<file path="config.mk">
export PLATFORM = sky130hd
export DESIGN_NAME = ordered_list_insert_erase_find
export DESIGN_NICKNAME = d
export VERILOG_FILES = /design/src/rtl/core/olief_pkg.sv /design/src/rtl/core/ordered_list_insert_erase_find.sv /design/src/rtl/core/olief_mem.sv /design/src/rtl/core/olief_ctrl.sv
export SDC_FILE = /design/constraint.sdc
export NUM_CORES = 1
export LEC_CHECK = 0
export BUFFER_PORTS_ARGS = -buffer_cell sky130_fd_sc_hd__buf_2
export CAP_MARGIN = 5
export CORE_UTILIZATION = 55
export CTS_BUF_LIST = sky130_fd_sc_hd__clkbuf_4 sky130_fd_sc_hd__clkbuf_8 sky130_fd_sc_hd__clkbuf_16
export CTS_CLUSTER_DIAMETER = 200
export CTS_CLUSTER_SIZE = 40
export DETAILED_ROUTE_END_ITERATION = 10
export GPL_ROUTABILITY_DRIVEN = 0
export PLACE_DENSITY_LB_ADDON = 0.12
export SYNTH_ARGS = -nofsm -noshare
export SYNTH_HDL_FRONTEND = slang
export SYNTH_SLANG_ARGS = --single-unit
export TNS_END_PERCENT = 20
</file>
<file path="constraint.sdc">
create_clock -name clk -period 7.23 [get_ports clk]
set_input_delay 0.3615 -clock clk [delete_from_list [all_inputs] [get_ports clk]]
set_output_delay 0.3615 -clock clk [all_outputs]
set_load 0.005 [all_outputs]
</file>
<file path="src/rtl/core/olief_pkg.sv">
`timescale 1ns / 1ps
// ----------------------------------------------------------------------------
// olief_pkg
// Shared types and codes for the ordered list block: the data width,
// operation and status codes, sequencer states and the memory control group.
// ----------------------------------------------------------------------------
package olief_pkg;

    localparam int DATA_W = 32;

    typedef enum logic [2:0] {
        OP_PUSH_BACK  = 3'd0,
        OP_PUSH_FRONT = 3'd1,
        OP_POP_BACK   = 3'd2,
        OP_POP_FRONT  = 3'd3,
        OP_INSERT     = 3'd4,
        OP_ERASE      = 3'd5,
        OP_FIND       = 3'd6,
        OP_DUMP       = 3'd7
    } op_t;

    typedef enum logic [1:0] {
        ST_OK     = 2'd0,
        ST_FULL   = 2'd1,
        ST_EMPTY  = 2'd2,
        ST_BADPOS = 2'd3
    } status_t;

    typedef enum logic [2:0] {
        S_IDLE = 3'b001,
        S_SCAN = 3'b010,
        S_USE  = 3'b100
    } state_t;

    typedef struct packed {
        logic wr_en;
        logic rd_en;
    } mem_ctl_t;

endpackage

</file>
<file path="src/rtl/core/ordered_list_insert_erase_find.sv">
`timescale 1ns / 1ps
// ----------------------------------------------------------------------------
// ordered_list_insert_erase_find
// Bounded ordered list of signed words with push, pop, insert, erase, find
// and dump, built on a single-port-read element memory and a sequencer.
// ----------------------------------------------------------------------------
//  channel   handshake                 payload
//  request   start, accepted when !busy operation, position, value
//  result    done, one-cycle strobe     status, found, element, count, last
//
//  push back, pop back and any refused request: result in the cycle after accept.
//  shifts, find and dump take a read state and a use state per element moved,
//  compared or emitted, as the element memory has a registered read; a dump gives
//  one result per element. busy is high from accept until the final result.
//  reset clears the count; memory contents are only read below the count.
//  results cannot be stalled; the block accepts nothing while busy.
// ----------------------------------------------------------------------------
module ordered_list_insert_erase_find #(
    parameter int CAPACITY = 16
) (
    input  logic                                        clk,
    input  logic                                        rst_n,
    input  logic                                        start,
    input  olief_pkg::op_t                              operation,
    input  logic [$clog2(CAPACITY+1)-1:0]               position,
    input  logic signed [olief_pkg::DATA_W-1:0]         value,
    output logic                                        busy,
    output logic                                        done,
    output olief_pkg::status_t                          status,
    output logic                                        found,
    output logic signed [olief_pkg::DATA_W-1:0]         element,
    output logic [$clog2(CAPACITY+1)-1:0]               count,
    output logic                                        last
);
    import olief_pkg::*;

    localparam int CNT_W = $clog2(CAPACITY + 1);
    localparam int AW    = $clog2(CAPACITY);

    mem_ctl_t          mem_ctl;
    logic [AW-1:0]     mem_waddr;
    logic [AW-1:0]     mem_raddr;
    logic [DATA_W-1:0] mem_wdata;
    logic [DATA_W-1:0] mem_rdata;
    logic [DATA_W-1:0] element_bits;

    olief_ctrl #(
        .CAPACITY (CAPACITY),
        .CNT_W    (CNT_W),
        .AW       (AW)
    ) u_ctrl (
        .clk       (clk),
        .rst_n     (rst_n),
        .start     (start),
        .operation (operation),
        .position  (position),
        .value     (value),
        .busy      (busy),
        .done      (done),
        .status    (status),
        .found     (found),
        .element   (element_bits),
        .count     (count),
        .last      (last),
        .mem_ctl   (mem_ctl),
        .mem_waddr (mem_waddr),
        .mem_wdata (mem_wdata),
        .mem_raddr (mem_raddr),
        .mem_rdata (mem_rdata)
    );

    olief_mem #(
        .CAPACITY (CAPACITY),
        .AW       (AW)
    ) u_mem (
        .clk   (clk),
        .ctl   (mem_ctl),
        .waddr (mem_waddr),
        .wdata (mem_wdata),
        .raddr (mem_raddr),
        .rdata (mem_rdata)
    );

    assign element = signed'(element_bits);

endmodule

</file>
<file path="src/rtl/core/olief_mem.sv">
`timescale 1ns / 1ps
// ----------------------------------------------------------------------------
// olief_mem
// Element store: one write port and one read port with registered read data.
// ----------------------------------------------------------------------------
module olief_mem #(
    parameter int CAPACITY = 16,
    parameter int AW       = 4
) (
    input  logic                           clk,
    input  olief_pkg::mem_ctl_t            ctl,
    input  logic [AW-1:0]                  waddr,
    input  logic [olief_pkg::DATA_W-1:0]   wdata,
    input  logic [AW-1:0]                  raddr,
    output logic [olief_pkg::DATA_W-1:0]   rdata
);
    import olief_pkg::*;

    logic [DATA_W-1:0] mem [CAPACITY];

    always_ff @(posedge clk)
    begin
        if (ctl.wr_en)
        begin
            mem[waddr] <= wdata;
        end
        if (ctl.rd_en)
        begin
            rdata <= mem[raddr];
        end
    end

endmodule

</file>
<file path="src/rtl/core/olief_ctrl.sv">
`timescale 1ns / 1ps
// ----------------------------------------------------------------------------
// olief_ctrl
// Sequencer for the list operations. An up and a down index stepper are reused
// each step to shift, search and dump elements; one equality comparator serves the search.
// ----------------------------------------------------------------------------
module olief_ctrl #(
    parameter int CAPACITY = 16,
    parameter int CNT_W    = 5,
    parameter int AW       = 4
) (
    input  logic                           clk,
    input  logic                           rst_n,
    input  logic                           start,
    input  olief_pkg::op_t                 operation,
    input  logic [CNT_W-1:0]               position,
    input  logic [olief_pkg::DATA_W-1:0]   value,
    output logic                           busy,
    output logic                           done,
    output olief_pkg::status_t             status,
    output logic                           found,
    output logic [olief_pkg::DATA_W-1:0]   element,
    output logic [CNT_W-1:0]               count,
    output logic                           last,
    output olief_pkg::mem_ctl_t            mem_ctl,
    output logic [AW-1:0]                  mem_waddr,
    output logic [olief_pkg::DATA_W-1:0]   mem_wdata,
    output logic [AW-1:0]                  mem_raddr,
    input  logic [olief_pkg::DATA_W-1:0]   mem_rdata
);
    import olief_pkg::*;

    localparam logic [CNT_W-1:0] CAP = CNT_W'(CAPACITY);

    state_t            state_reg,   state_next;
    op_t               op_reg,      op_next;
    logic [CNT_W-1:0]  idx_reg,     idx_next;
    logic [CNT_W-1:0]  pos_reg,     pos_next;
    logic [DATA_W-1:0] value_reg,   value_next;
    logic [CNT_W-1:0]  count_reg,   count_next;
    logic              done_reg,    done_next;
    status_t           status_reg,  status_next;
    logic              found_reg,   found_next;
    logic [DATA_W-1:0] element_reg, element_next;
    logic              last_reg,    last_next;

    // shared step unit
    logic [CNT_W-1:0] idx_up;
    logic [CNT_W-1:0] idx_dn;
    logic             match;

    assign idx_up = idx_reg + 1'b1;
    assign idx_dn = idx_reg - 1'b1;
    assign match  = (mem_rdata == value_reg);

    always_comb
    begin
        state_next   = state_reg;
        op_next      = op_reg;
        idx_next     = idx_reg;
        pos_next     = pos_reg;
        value_next   = value_reg;
        count_next   = count_reg;
        done_next    = 1'b0;
        status_next  = status_reg;
        found_next   = found_reg;
        element_next = element_reg;
        last_next    = last_reg;
        mem_ctl      = '0;
        mem_waddr    = idx_reg[AW-1:0];
        mem_wdata    = mem_rdata;
        mem_raddr    = idx_reg[AW-1:0];

        unique case (state_reg)
            S_IDLE:
            begin
                if (start)
                begin
                    op_next      = operation;
                    value_next   = value;
                    status_next  = ST_OK;
                    found_next   = 1'b0;
                    element_next = '0;
                    last_next    = 1'b1;
                    unique case (operation)
                        OP_PUSH_BACK:
                        begin
                            done_next = 1'b1;
                            if (count_reg >= CAP)
                            begin
                                status_next = ST_FULL;
                            end
                            else
                            begin
                                mem_ctl.wr_en = 1'b1;
                                mem_waddr     = count_reg[AW-1:0];
                                mem_wdata     = value;
                                count_next    = count_reg + 1'b1;
                            end
                        end
                        OP_PUSH_FRONT:
                        begin
                            if (count_reg >= CAP)
                            begin
                                done_next   = 1'b1;
                                status_next = ST_FULL;
                            end
                            else
                            begin
                                idx_next   = count_reg;
                                pos_next   = '0;
                                state_next = S_SCAN;
                            end
                        end
                        OP_POP_BACK:
                        begin
                            done_next = 1'b1;
                            if (count_reg == '0)
                            begin
                                status_next = ST_EMPTY;
                            end
                            else
                            begin
                                count_next = count_reg - 1'b1;
                            end
                        end
                        OP_POP_FRONT:
                        begin
                            if (count_reg == '0)
                            begin
                                done_next   = 1'b1;
                                status_next = ST_EMPTY;
                            end
                            else
                            begin
                                idx_next   = '0;
                                state_next = S_SCAN;
                            end
                        end
                        OP_INSERT:
                        begin
                            // position is checked before fullness
                            if (position > count_reg)
                            begin
                                done_next   = 1'b1;
                                status_next = ST_BADPOS;
                            end
                            else if (count_reg >= CAP)
                            begin
                                done_next   = 1'b1;
                                status_next = ST_FULL;
                            end
                            else
                            begin
                                idx_next   = count_reg;
                                pos_next   = position;
                                state_next = S_SCAN;
                            end
                        end
                        OP_ERASE:
                        begin
                            if (count_reg == '0)
                            begin
                                done_next   = 1'b1;
                                status_next = ST_EMPTY;
                            end
                            else if (position >= count_reg)
                            begin
                                done_next   = 1'b1;
                                status_next = ST_BADPOS;
                            end
                            else
                            begin
                                idx_next   = position;
                                state_next = S_SCAN;
                            end
                        end
                        OP_FIND:
                        begin
                            idx_next   = '0;
                            state_next = S_SCAN;
                        end
                        OP_DUMP:
                        begin
                            if (count_reg == '0)
                            begin
                                done_next   = 1'b1;
                                status_next = ST_EMPTY;
                            end
                            else
                            begin
                                idx_next   = '0;
                                state_next = S_SCAN;
                            end
                        end
                        default:
                        begin
                            done_next = 1'b1;
                        end
                    endcase
                end
            end

            S_SCAN:
            begin
                case (op_reg) inside
                    OP_PUSH_FRONT, OP_INSERT:
                    begin
                        // open the gap from the top down, then drop the value in
                        if (idx_reg > pos_reg)
                        begin
                            mem_ctl.rd_en = 1'b1;
                            mem_raddr     = idx_dn[AW-1:0];
                            state_next    = S_USE;
                        end
                        else
                        begin
                            mem_ctl.wr_en = 1'b1;
                            mem_waddr     = pos_reg[AW-1:0];
                            mem_wdata     = value_reg;
                            count_next    = count_reg + 1'b1;
                            done_next     = 1'b1;
                            state_next    = S_IDLE;
                        end
                    end
                    OP_POP_FRONT, OP_ERASE:
                    begin
                        if (idx_up < count_reg)
                        begin
                            mem_ctl.rd_en = 1'b1;
                            mem_raddr     = idx_up[AW-1:0];
                            state_next    = S_USE;
                        end
                        else
                        begin
                            count_next = count_reg - 1'b1;
                            done_next  = 1'b1;
                            state_next = S_IDLE;
                        end
                    end
                    default:
                    begin
                        // find and dump walk up from the bottom
                        if (idx_reg < count_reg)
                        begin
                            mem_ctl.rd_en = 1'b1;
                            mem_raddr     = idx_reg[AW-1:0];
                            state_next    = S_USE;
                        end
                        else
                        begin
                            done_next  = 1'b1;
                            state_next = S_IDLE;
                        end
                    end
                endcase
            end

            S_USE:
            begin
                case (op_reg) inside
                    OP_PUSH_FRONT, OP_INSERT:
                    begin
                        mem_ctl.wr_en = 1'b1;
                        idx_next      = idx_dn;
                        state_next    = S_SCAN;
                    end
                    OP_POP_FRONT, OP_ERASE:
                    begin
                        mem_ctl.wr_en = 1'b1;
                        idx_next      = idx_up;
                        state_next    = S_SCAN;
                    end
                    OP_FIND:
                    begin
                        if (match)
                        begin
                            found_next = 1'b1;
                            done_next  = 1'b1;
                            state_next = S_IDLE;
                        end
                        else
                        begin
                            idx_next   = idx_up;
                            state_next = S_SCAN;
                        end
                    end
                    default:
                    begin
                        done_next    = 1'b1;
                        element_next = mem_rdata;
                        last_next    = (idx_up == count_reg);
                        idx_next     = idx_up;
                        state_next   = (idx_up == count_reg) ? S_IDLE : S_SCAN;
                    end
                endcase
            end

            default:
            begin
                state_next = S_IDLE;
            end
        endcase
    end

    always_ff @(posedge clk or negedge rst_n)
    begin
        if (!rst_n)
        begin
            state_reg <= S_IDLE;
            count_reg <= '0;
            done_reg  <= 1'b0;
        end
        else
        begin
            state_reg <= state_next;
            count_reg <= count_next;
            done_reg  <= done_next;
        end
    end

    always_ff @(posedge clk)
    begin
        op_reg      <= op_next;
        idx_reg     <= idx_next;
        pos_reg     <= pos_next;
        value_reg   <= value_next;
        status_reg  <= status_next;
        found_reg   <= found_next;
        element_reg <= element_next;
        last_reg    <= last_next;
    end

    assign busy    = (state_reg != S_IDLE);
    assign done    = done_reg;
    assign status  = status_reg;
    assign found   = found_reg;
    assign element = element_reg;
    assign count   = count_reg;
    assign last    = last_reg;

endmodule

</file>
; ---- Word-level counts from Yosys, hierarchy flattened
; Memory sizes are Yosys's and may differ from the RTL's. A register that Yosys moved wholly into a read port is not among the register bits.
; Index checks and enable logic that the tools add are counted.
[word_totals]
reg_bits = 90
ramBits = 512
inputBits = 43
out_inout_bits = 43
word_cells = 193
memories = 1
[classes]
addsub = 4
n_lt_le_gt_ge = 6
n_eq_ne = 39
mux = 114
reduce_logical = 18
[memory_table]
columns = memory, words, width, read_ports, rd_ports_with_merged_regs, write_ports, line_no
row1 = u_mem.mem, 16, 32, 1, 1, 1, olief_mem.sv:19  ; logic [DATA_W-1:0] mem [CAPACITY];
[op_table]
columns = op, count
row1 = $mux W32, 9
row2 = $pmux W32 S2, 2
row3 = $mux W5, 20
row4 = $mux W3, 14
row5 = $mux W4, 10
row6 = $pmux W5 S2, 4
row7 = $mux W1, 39
row8 = $eq A32 B32 Y1, 1
row9 = $ne A3 B3 Y1 const B, 9
row10 = $pmux W5 S5, 1
row11 = $eq A3 B3 Y1 const B, 8
row12 = $reduce_and A6 Y1, 3
row13 = $reduce_and A8 Y1, 2
row14 = $pmux W3 S5, 1
row15 = $ne A2 B2 Y1 const B, 7
row16 = $eq A3 B2 Y1 const B, 4
row17 = $mux W2, 6
row18 = $add A5 B1 Y5 const B, 2
row19 = $gt A5 B5 Y1, 2
row20 = $lt A5 B5 Y1, 2
row21 = $reduce_or A2 Y1, 5
row22 = $sub A5 B1 Y5 const B, 2
row23 = $eq A3 B1 Y1 const B, 3
row24 = $pmux W3 S3, 1
row25 = other kinds (18), 24

; ---- Longest topological paths before layout
[logic_depth]
depth_word = 7
mapped_depth = 15
ltp_nobuf = 12

; ---- Hierarchy
; A second synthesis with hierarchy kept.
[hier_totals]
hier_cells = 1354
hier_area_um2 = 25502.0
[by_module_without_submodules]
columns = module, instances, cells_each, area_per_inst_um2, seq_area_each_um2
row1 = olief_mem, 1, 838, 20155.6, 16335.7
row2 = olief_ctrl, 1, 516, 5346.4, 2658.8

; ---- Least setup slack after synthesis
; No wires, ideal clock.
[synth_path]
path_type = register to register
startpoint = register u_ctrl.idx_reg[0]
endpoint = memory u_mem.mem[2][0], enable pin
setup_time_ps = 421
arrival_time_ps = 4140
t_required_ps = 6809
path_slack_ps = 2669
stages_incl_launch_ff = 13
path_buffers = 2
synth_period_minus_slack_ps = 4561
path_cell_list = edfxtp_1 > clkinv_1 > clkbuf_1 > clkbuf_1 > ha_1 > nor2b_1 > o21ai_2 > a21oi_1 > nor3_1 > a22oi_1 > nand2_1 > nand3_1 > nor2_1
[synth_via]
elab_chain_cells = 6
word_cells_on_any_way = 12
cone_classes = order compare: 1 / mux: 11
[synth_rtl]
columns = element, line_no
row1 = start: declaration, olief_ctrl.sv:37  ; logic [CNT_W-1:0] idx_reg, idx_next;
row2 = start signal: assignment, olief_ctrl.sv:325  ; idx_reg <= idx_next;
row3 = $gt A5 B5 Y1, olief_ctrl.sv:210  ; if (idx_reg > pos_reg)
row4 = $mux W1, olief_ctrl.sv:210
row5 = $mux W1, olief_ctrl.sv:206  ; case (op_reg) inside
row6 = $pmux W1 S3, olief_ctrl.sv:74  ; unique case (state_reg)
row7 = $mux W1, olief_mem.sv:23  ; if (ctl.wr_en)
row8 = $mux W1 (implied by the code), olief_mem.sv:25  ; mem[waddr] <= wdata;
row9 = end: declaration, olief_mem.sv:19
; Parallel ways exist; a longest one is shown, timed or not.

; ---- Worst setup path after layout
[layout_path]
startpoint = register u_ctrl.idx_reg[0]
endpoint = register u_mem.rdata[18] in the netlist's numbering, read port of u_mem.mem, data pin
[layout_via]
elab_chain_cells = 6
word_cells_on_any_way = 16
cone_classes = add/sub: 2 / order compare: 3 / mux: 11
[layout_rtl]
columns = element, line_no
row1 = $add A5 B1 Y5, olief_ctrl.sv:52  ; assign idx_up = idx_reg + 1'b1;
row2 = $lt A5 B5 Y1, olief_ctrl.sv:228  ; if (idx_up < count_reg)
row3 = $mux W4 / $mux W1 (equally long branches), olief_ctrl.sv:228
row4 = $mux W4 / $mux W1 (equally long branches) (2 in series), olief_ctrl.sv:206
row5 = $mux W4 / $mux W1 (equally long branches), olief_ctrl.sv:74
row6 = end: declaration, olief_mem.sv:15  ; output logic [olief_pkg::DATA_W-1:0] rdata
; Parallel ways exist; a longest one is shown, timed or not.
; A chain may end at the register's enable or synchronous reset.

==> flow_summary_export.csv <==
group,metric,value,unit
outcome,status,"finished clean",
die,die_height,249,um
logic_synthesis,synth_seq_area_share,56.4,%
cts,cts_buffers,19,
detailed_routing,dr.pass1.iters,6,
logic_synthesis,synth_top_area_share,55.7,%
global_route,grt_pass1_wl,148000,um
setup_path,path_cells,"buf_4, ha_1, nand3_1, xnor2_1, ha_1, and3_1, o21a_1, nor4_1, a221oi_2, o211ai_4, buf_12, o221ai_1, o2111a_1, or4_1",
setup_path,r2r_cells,14,
logic_synthesis,ys_async_sr_fraction,1.42,%
global_route,grt_max_degree,233,
cts,root_buffer,"clkbuf_16",
job,maxCapViolCount,0,
logic_synthesis,synthCells,2553,
sta,slew_headroom,12.5,%
sta,worst_pin_slew,1310,ps
layout,regMostFlops,"u_mem.mem",
sta,timing.final.ws_setup,1610,ps
die,die-area,62200,sq um
logic_synthesis,synthTopCellsByArea,"edfxtp_1 56%, a221oi_1 13%, mux2i_1 7.7%",
layout,area_growth,4.94,%
cts,htreeDepth,1,
sta,setup_viol,0,
logic_synthesis,synthFlopType,"edfxtp_1",
cts,clock_latency,610,ps
layout,final_cell_mix,"625 x edfxtp_1, 518 x a221oi_1, 258 x mux2i_1, 129 x o221ai_1",
die,core_area,60500,sq um
global_route,grt_overflow,0,
placed_design,pre_cts_slack,1720,ps
layout,fillerInstances,4704,
detailed_routing,vias_per_cell,8.03,
logic_synthesis,synth_fp_nets,2620,
sta,clock.fmax,178,MHz
hold_path,hp-class,"input port to register",
sta,whs,18.2,ps
global_route,grt_usage,30.7,%
setup_path,reg2reg_from,"u_ctrl.idx_reg[0]$_DFFE_PP_",
setup_path,cp-end-kind,"register",
global_route,grt_pass1_vias,24316,
die,start_util,55.7,%
hold_path,hold_depth,1,
logic_synthesis,synth_edf_count,625,
layout,fin_nets,2501,
power_and_ir_drop,vdd_drop_max,0.193,mV
placed_design,dp_hpwl,54200,um
power_and_ir_drop,power_density,228,nW/um^2
die,die_x,249,um
power_and_ir_drop,leakage,11.3,nW
detailed_routing,post_drt_wl_per_cell,30.9,um
sta,fin_crit_sh,77.7,%
logic_synthesis,synth_warnings,0,
logic_synthesis,synth_area,33700,sq um
cts,path_clk_slew,150,ps
cts,cts_num_sinks,634,
sta,finClkSkew,29.5,ps
global_route,antenna_found_initial,0,
setup_path,rrSetupSlack,1610,ps
layout,layout_commonest_cell,"edfxtp_1",
cts,post_cts.repair.setup_buffers,0,
cts,post_cts_resize_count,0,
cts,cts_hold_buf,30,
layout,largest_reg_flops,512,
hold_path,whs_endpoint,"u_ctrl.value_reg[13]$_DFFE_PP_",
die,ios,86,
detailed_routing,postRouteAntennaNets,0,
cts,clk_path_buf_depth,3,
logic_synthesis,synth_top_area_cell,"edfxtp_1",
setup_path,critPathMaxStageDelay,710,ps
setup_path,required,7580,ps
detailed_routing,drc,0,
sta,drv_slew,0,
logic_synthesis,synth_seq_cells,634,
logic_synthesis,synth_cell_types,64,
sta,rsz0062_at_grt,"false",
setup_path,cp_max_fo,212,
setup_path,path_class,"register to register",
hold_path,hp-start,"value[13]",
detailed_routing,vias,25865,
die,rows,90,
layout,drive_above_1_share,8.36,%
setup_path,critPathBufInv,2,
detailed_routing,drtIter0Drc,3941,
placed_design,placement.io_buffers,85,
sta,fin_crit,5620,ps
cts,cts_tree,"done",
setup_path,crit_top_cell,"ha_1",
logic_synthesis,syn_area_per_cell,13.2,sq um
setup_path,startpoint_type,"register",
detailed_routing,wirelength,99700,um
sta,fin_setup_tns,0,ps
layout,antenna_cells,0,
setup_path,crit_family,"buffers and inverters",
sta,hold_violations,0,
setup_path,rr_endpoint,"u_mem.rdata[18]$_DFFE_PP_",
setup_path,critPathSlowestCell,"buf_4",
setup_path,cp.arrival,5970,ps
-- report_power, final --
group          switching, mW  internal, mW
Sequential            0.0997          4.17
Combinational           1.40         0.802
Clock                   1.06         0.516
-- worst max-delay path by stage --
stage	startpoint	end	slack, ps	depth (start not counted)
after floorplan	u_ctrl.idx_reg[0]$_DFFE_PP_	u_mem.mem[2][0]$_DFFE_PP_	2670	12
after CTS	u_ctrl.idx_reg[0]$_DFFE_PP_	u_mem.rdata[5]$_DFFE_PP_	1720	13
final	u_ctrl.idx_reg[0]$_DFFE_PP_	u_mem.rdata[18]$_DFFE_PP_	1610	14
after global routing	u_ctrl.idx_reg[0]$_DFFE_PP_	u_mem.rdata[9]$_DFFE_PP_	1400	13
after detailed placement	u_ctrl.idx_reg[0]$_DFFE_PP_	u_mem.rdata[5]$_DFFE_PP_	1720	13
after global placement	u_ctrl.idx_reg[0]$_DFFE_PP_	u_mem.mem[5][7]$_DFFE_PP_	1870	10
-- Yosys cell counts, drive strengths merged (2+ instances only) --
master	count
a21oi	18
or2	3
mux2i	258
ha	24
or4	34
nand2b	3
nor2b	5
dfrtp	8
or3	2
o31ai	2
nand2	93
edfxtp	625
a221o	2
xor2	37
a22oi	36
a21o	5
xnor2	12
a211o	2
o21bai	2
o211ai	3
o21ai	17
o21a	3
a311oi	2
o221ai	129
o2111a	128
o22ai	128
nand4	3
and2	47
buf	61
clkinv	2
nor4	10
inv	18
nand3	7
nor2	31
nor3	7
clkbuf	243
nor3b	2
nand3b	2
a31oi	5
and3	5
a221oi	519
-- worst reg2reg max path, cell delays in order (launching register included) --
cell and delay (ps):
edfxtp_1 490, buf_4 710, ha_1 390, nand3_1 130, xnor2_1 240, ha_1 300
and3_1 220, o21a_1 140, nor4_1 350, a221oi_2 170, o211ai_4 130, buf_12 550
o221ai_1 790, o2111a_1 240, or4_1 530
-- routing by layer --
| metal | global-route usage, % | vias up | part of all wire [%] |
|---|---|---|---|
| li1 | - | 10918 | - |
| met1 | 43.4 | 13163 | 41 |
| met2 | 48.7 | 1539 | 46 |
| met3 | 3.85 | 245 | 9.5 |
| met4 | 11.7 | 0 | 4.0 |
| met5 | 0 | - | 0 |
-- through the flow --
stage	power [mW]	area (sq um)	util [%]	std cells
2_1_floorplan	5.89	33700	-	2553
3_3_place_gp	6.44	34500	57.0	3164
3_5_place_dp	6.49	34500	57.0	3164
4_1_cts	8.03	35300	58.4	3220
5_1_grt	8.33	35300	58.4	3221
6_report	8.04	35300	58.4	3221
-- layout make-up --
| cell class | count | area (sq um) | share of cell area [%] |
|---|---|---|---|
| inverters | 20 | 82.6 | 0.234 |
| repair buffers | 164 | 1200 | 3.39 |
| multi-input cells | 1595 | 13500 | 38.3 |
| well taps | 782 | 978 | 2.77 |
| clock buffers | 24 | 513 | 1.45 |
| clock inverters | 2 | 17.5 | 0.0496 |
| flip-flops and latches | 634 | 19000 | 53.8 |
-- cell families after synthesis --
group | share of synthesized area (%)
adder cells (fa/ha/maj) | 0.892
flip-flops | 56.4
buffers and inverters | 3.98
XOR/XNOR | 1.30
multiplexers | 7.70
AND/OR/NAND/NOR | 4.04
AO/OA/AOI/OAI | 25.7
Note: power is estimated with default switching activity, not from simulation.
